## src/rtl/utf8_line_edit_buffer_defines.svh

```systemverilog
// Assertion macros shared by the line edit buffer RTL.
`ifndef UTF8_LINE_EDIT_BUFFER_DEFINES_SVH
`define UTF8_LINE_EDIT_BUFFER_DEFINES_SVH

// The consequent must hold in the same cycle as the antecedent.
`define ULE_ASSERT_SAME(label, clk, rst, ante, cons, msg) \
   label: assert property (@(posedge clk) disable iff (rst) (ante) |-> (cons)) \
      else $error(msg);

// The consequent must hold in the cycle after the antecedent.
`define ULE_ASSERT_NEXT(label, clk, rst, ante, cons, msg) \
   label: assert property (@(posedge clk) disable iff (rst) (ante) |=> (cons)) \
      else $error(msg);

`endif

```

## src/rtl/ule_pkg.sv

```systemverilog
package ule_pkg;

   typedef enum logic [3:0] {
      ST_IDLE,
      ST_BACK,
      ST_FWD,
      ST_HOME,
      ST_TOEND,
      ST_INSERT,
      ST_SEEK,
      ST_RETURN,
      ST_DONE
   } state_type;

   typedef struct packed {
      logic push;
      logic pop;
   } stack_ctl_type;

   localparam logic [1:0] KIND_KEY    = 2'd0;
   localparam logic [1:0] KIND_INSERT = 2'd1;
   localparam logic [1:0] KIND_CLEAR  = 2'd2;
   localparam logic [1:0] KIND_READ   = 2'd3;

   localparam logic [8:0] KEY_BACKSPACE = 9'd14;
   localparam logic [8:0] KEY_LEFT      = 9'd331;
   localparam logic [8:0] KEY_RIGHT     = 9'd333;
   localparam logic [8:0] KEY_HOME      = 9'd327;
   localparam logic [8:0] KEY_END       = 9'd335;

   localparam logic [15:0] CP_TWO_BYTES   = 16'h0080;
   localparam logic [15:0] CP_THREE_BYTES = 16'h0800;

endpackage

```

## src/rtl/ule_cell.sv

```systemverilog
module ule_cell (
   input  logic                   clock,
   input  ule_pkg::stack_ctl_type ctl,
   input  logic [7:0]             from_above,
   input  logic [7:0]             from_below,
   output logic [7:0]             cell_byte
);

   logic [7:0] byte_ff;

   always_ff @(posedge clock) begin
      if (ctl.push) begin
         byte_ff <= from_above;
      end else if (ctl.pop) begin
         byte_ff <= from_below;
      end
   end

   assign cell_byte = byte_ff;

endmodule

```

## src/rtl/ule_stack.sv

```systemverilog
module ule_stack #(
   parameter int DEPTH = 256
) (
   input  logic                   clock,
   input  ule_pkg::stack_ctl_type ctl,
   input  logic [7:0]             push_byte,
   output logic [1:0][7:0]        head
);

   logic [DEPTH-1:0][7:0] cells;

   for (genvar i = 0; i < DEPTH; i++) begin : g_cell
      logic [7:0] above;
      logic [7:0] below;

      if (i == 0) begin : g_top
         assign above = push_byte;
      end else begin : g_inner
         assign above = cells[i-1];
      end

      if (i == DEPTH - 1) begin : g_bottom
         assign below = 8'h00;
      end else begin : g_upper
         assign below = cells[i+1];
      end

      ule_cell u_cell (
         .clock      (clock),
         .ctl        (ctl),
         .from_above (above),
         .from_below (below),
         .cell_byte  (cells[i])
      );
   end

   assign head[0] = cells[0];
   assign head[1] = cells[1];

endmodule

```

## config.mk

```make
export PLATFORM = sky130hd
export DESIGN_NAME = ule_stack
export DESIGN_NICKNAME = d
export VERILOG_FILES = /design/src/rtl/utf8_line_edit_buffer_defines.svh /design/src/rtl/ule_pkg.sv /design/src/rtl/ule_cell.sv /design/src/rtl/ule_stack.sv
export SDC_FILE = /design/constraint.sdc
export NUM_CORES = 2
export LEC_CHECK = 0
export ABC_AREA = 1
export BUFFER_PORTS_ARGS = -buffer_cell sky130_fd_sc_hd__buf_2
export CORE_MARGIN = 2
export CORE_UTILIZATION = 50
export CTS_CLUSTER_DIAMETER = 80
export DETAILED_ROUTE_END_ITERATION = 8
export PLACE_DENSITY = 0.65
export SYNTH_ARGS = -nofsm -noshare
export SYNTH_HDL_FRONTEND = slang
export SYNTH_SLANG_ARGS = --single-unit
```

## constraint.sdc

```tcl
create_clock -name clock -period 41.6 [get_ports clock]
set_input_delay 6.24 -clock clock [delete_from_list [all_inputs] [get_ports clock]]
set_output_delay 6.24 -clock clock [all_outputs]
set_load 0.01 [all_outputs]
```

Word level (Yosys, flattened, before mapping)
Index checks and enable logic that the tools add are counted.
- register bits: 2048
- output and inout bits: 16
- word-level logic and storage cells: 769
- multiplexer cells: 512
- reductions and logical operators: 1
- operators by type and width (kind ; count):
    8-bit 2-to-1 mux ; 512
    2-bit nonzero test ; 1

Depth between registers and ports, before layout
- depth after elaboration: 2
- mapped depth: 7
- depth with buffers taken out: 3

Cells and area by module
Synthesis repeated with hierarchy kept, for this count alone.
- cells, all modules: 8961
- area, all modules: 90010.1 µm²
- modules (own cells, without submodules) (module ; instances ; cells each ; area an instance (µm²)):
    ule_cell ; 256 ; 35 ; 351.6
    ule_stack ; 1 ; 1 ; 3.8

Least setup slack after synthesis
No wires, ideal clock.
- kind: input to register
- start: input port ctl[1] in the netlist's numbering
- end: register g_cell[0].u_cell.byte_ff[0] (enable)
- arrival time: 30704 ps
- data required time: 39997 ps
- path slack: 9293 ps
- cell stages on the path: 3
- cell sequence: buf_4 -> buf_2 -> or2_2
- word-level cells in the longest chain between the ends: 1
- ends and longest elaborated chain (what ; RTL line ; text):
    start, declared ; ule_stack.sv:5 ; input ule_pkg::stack_ctl_type ctl,
    2-bit nonzero test (no source line) ; n/a ;
    end signal, assigned ; ule_cell.sv:13 ; byte_ff <= from_above;
    end signal, assigned ; ule_cell.sv:15 ; byte_ff <= from_below;
    end, declared ; ule_cell.sv:9 ; logic [7:0] byte_ff;
No other way between the ends.
A chain may end at the register's enable or synchronous reset.

Final worst setup path
- start: input port ctl[1] in the netlist's numbering
- end: register g_cell[54].u_cell.byte_ff[6] (enable)
- word-level cells in the longest chain between the ends: 1
- ends and longest elaborated chain (what ; RTL line):
    2-bit nonzero test (no source line) ; n/a
    end signal, assigned ; ule_cell.sv:13
    end signal, assigned ; ule_cell.sv:15
    end, declared ; ule_cell.sv:9
No other way between the ends.

==> out/summary.txt <==
result of the run -> finished clean
worst r2r src -> g_cell[1].u_cell.cell_byte[3]
Pwr Density -> 52.37 mW/mm²
# resized after CTS -> 0
maximum capacitance violations -> 0
Crit Path Class -> input pin to flip-flop
most common cell after layout, fill and taps aside -> nand2_1
Req. time, crit path -> 42.04 ns
cell accounting for the most synthesized area -> edfxtp_1
num ports -> 27
# H-tree levels -> 4
area share of the largest cell type after synthesis -> 69.97%
Root Buffer Master -> clkbuf_16
worst-path fanout max -> 205
drt first pass iters -> 7
layout cells sized above 1 -> 4.176%
crit path capture -> g_cell[54].u_cell.cell_byte[6]
RSZ-0062 raised after global routing -> false
row cnt -> 153
chip height -> 423.3 µm
Fmax achieved -> 0.08064 GHz
R2R depth -> 2
Worst Path Arrival -> 12.84 ns
Initial Util -> 50.46%
largest net degree at the start of global routing -> 314
leak pwr -> 42.88 nW
most frequent cells in the layout -> 6128 x nand2_1, 2048 x edfxtp_1, 210 x clkbuf_16
Diodes inserted -> 0
GR Layer Usage met1 -> 20.76%
worst-path cell chain -> buf_12 -> or2_4 -> buf_4 -> buf_12 -> buf_4 -> buf_4 -> buf_4 -> buf_4
crit path from -> ctl[1]
Seq/Total Area, Yosys -> 69.97%
CTS max path bufs -> 3
slowest CP cell -> buf_4
final setup violation count -> 0
total CTS buffers -> 208
Hold-fix buffers, CTS -> 0
setup_tns -> 0 ns
max reg flops -> 2048
Cell variety after synth -> 11
RR Endpoint -> g_cell[2].u_cell.cell_byte[3]
DR vias/cell -> 4.950
ranking of synthesized cells by area -> edfxtp_1 70%, nand2_1 26%, buf_6 1.6%
clock skew -> 0.02756 ns
initial antenna violation count -> 0
M2 GR Usage -> 24.45%
grt total ovfl -> 0
Ys Warns -> 0
syn_nets -> 8651
synthesis-to-layout area growth -> 7.533%
vias in the first global route -> 52640
Final period util -> 29.81%
I/O Buffers -> 26
Setup crit start kind -> input pin
Total Power -> 4.950 mW
first-pass GRT wire length -> 237.2 mm
Final Hold Violating Endpoints -> 0
clk_lat worst skew -> 0.83 ns
actual slew at the worst max-slew pin -> 1.275 ns
Die Width -> 423.3 µm
Synth Instances -> 8640
Yosys reg bits -> 2048
# clock sinks -> 2048
Slew headroom -> 15.01%
Core Area -> 0.1742 mm²
grt met3 use -> 2.748%
Final Max Slew Viols -> 0
post-route insts no fill -> 10970
DRT iter0 DRCs -> 4837
post-route ant nets -> 0
gr busiest metal -> met2
DR WL/cell -> 12.27 µm
Die Area -> 0.1792 mm²
most used cell, CP -> buf_4
Synth Area per Inst -> 10.17 µm²
CTS tree -> yes
Total Nets Final -> 8490
WL final -> 134.6 mm
Tot GR Track Use -> 15.00%
Min Clock Period, post-route -> 12.40 ns
post-DP HPWL -> 69.63 mm
worst hold path class -> flip-flop to flip-flop
Max VDD drop -> 0.00005004 V
FF-to-FF setup slack -> 40.74 ns
post-CTS setup repair buffer count -> 0
Post-Syn Area -> 0.08790 mm²
Cells after DPL -> 10590
Worst-path clk slew -> 0.06 ns
RePlAce Congestion -> 0.7168
DRC -> 0
Crit. End Element -> flip-flop
via count -> 54290
Max stage delay on crit path -> 0.96 ns
-- through the flow --
| stage | util (%) | hold WS [ns] | cell area (µm²) | worst slack [ns] |
|---|---|---|---|---|
| floorplan | - | 0.4874 | 87900 | 9.293 |
| CTS | 54.26 | 0.5187 | 94520 | 29.03 |
| detailed placement | 50.58 | 0.4996 | 88100 | 28.09 |
| global route | 54.26 | 0.5322 | 94520 | 28.52 |
| finish | 54.26 | 0.5123 | 94520 | 29.20 |
| global placement | 50.58 | 0.4989 | 88100 | 28.24 |
-- worst max-delay path: cells and delay by family --
| family | cells | cell delay [ns] |
|---|---|---|
| and+or+nand+nor | 1 | 0.78 |
| buffers and inverters | 7 | 5.58 |
-- logic make-up (layout without fill, tap and decap cells) --
family / Yosys count / after routing / share of synthesized area, %
flops: 2048 / 2048 / 69.97
buf+inv: 463 / 467 / 3.856
simple gates: 6129 / 6129 / 26.18
-- per-layer routing --
metal,routed length (µm),vias to the layer above,part of all wire (%)
met1,66160,25960,49
met5,0,-,0
met4,2460,0,1.8
met2,61320,671,46
met3,4621,192,3.4
li1,-,27470,-
-- final cells by class --
class / count / area, µm²
timing repair buffer: 83 / 635.6
clock buffer: 255 / 5424
inverter: 9 / 50.05
sequential: 2048 / 61500
fill: 15300 / 79690
tap: 2325 / 2909
multi-input combinational: 6129 / 23010
clock inverter: 120 / 989.7
-- power by group --
part	switching [mW]	total (mW)	internal, mW
clock	0.771	1.78	1.01
sequential	0.148	2.79	2.65
combinational	0.244	0.375	0.131
total	1.16	4.95	3.79
-- synthesized netlist by cell type (all sizes together) --
cell type	instances
buf	451
edfxtp	2048
clkbuf	3
or2	1
inv	9
nand2	6128
-- worst min-delay path by stage --
| stage | startpoint | to | slack, ns | cells past startpoint |
|---|---|---|---|---|
| after global routing | g_cell[77].u_cell.cell_byte[2] | g_cell[76].u_cell.cell_byte[2] | 0.53 | 2 |
| after global placement | g_cell[255].u_cell.cell_byte[6] | g_cell[254].u_cell.cell_byte[6] | 0.50 | 2 |
| after CTS | g_cell[255].u_cell.cell_byte[3] | g_cell[254].u_cell.cell_byte[3] | 0.52 | 2 |
| after detailed placement | g_cell[255].u_cell.cell_byte[3] | g_cell[254].u_cell.cell_byte[3] | 0.50 | 2 |
| final | g_cell[255].u_cell.cell_byte[7] | g_cell[254].u_cell.cell_byte[7] | 0.51 | 2 |
| after floorplan | g_cell[255].u_cell.cell_byte[0] | g_cell[254].u_cell.cell_byte[0] | 0.49 | 2 |
Power figures use the tool's default switching activity.
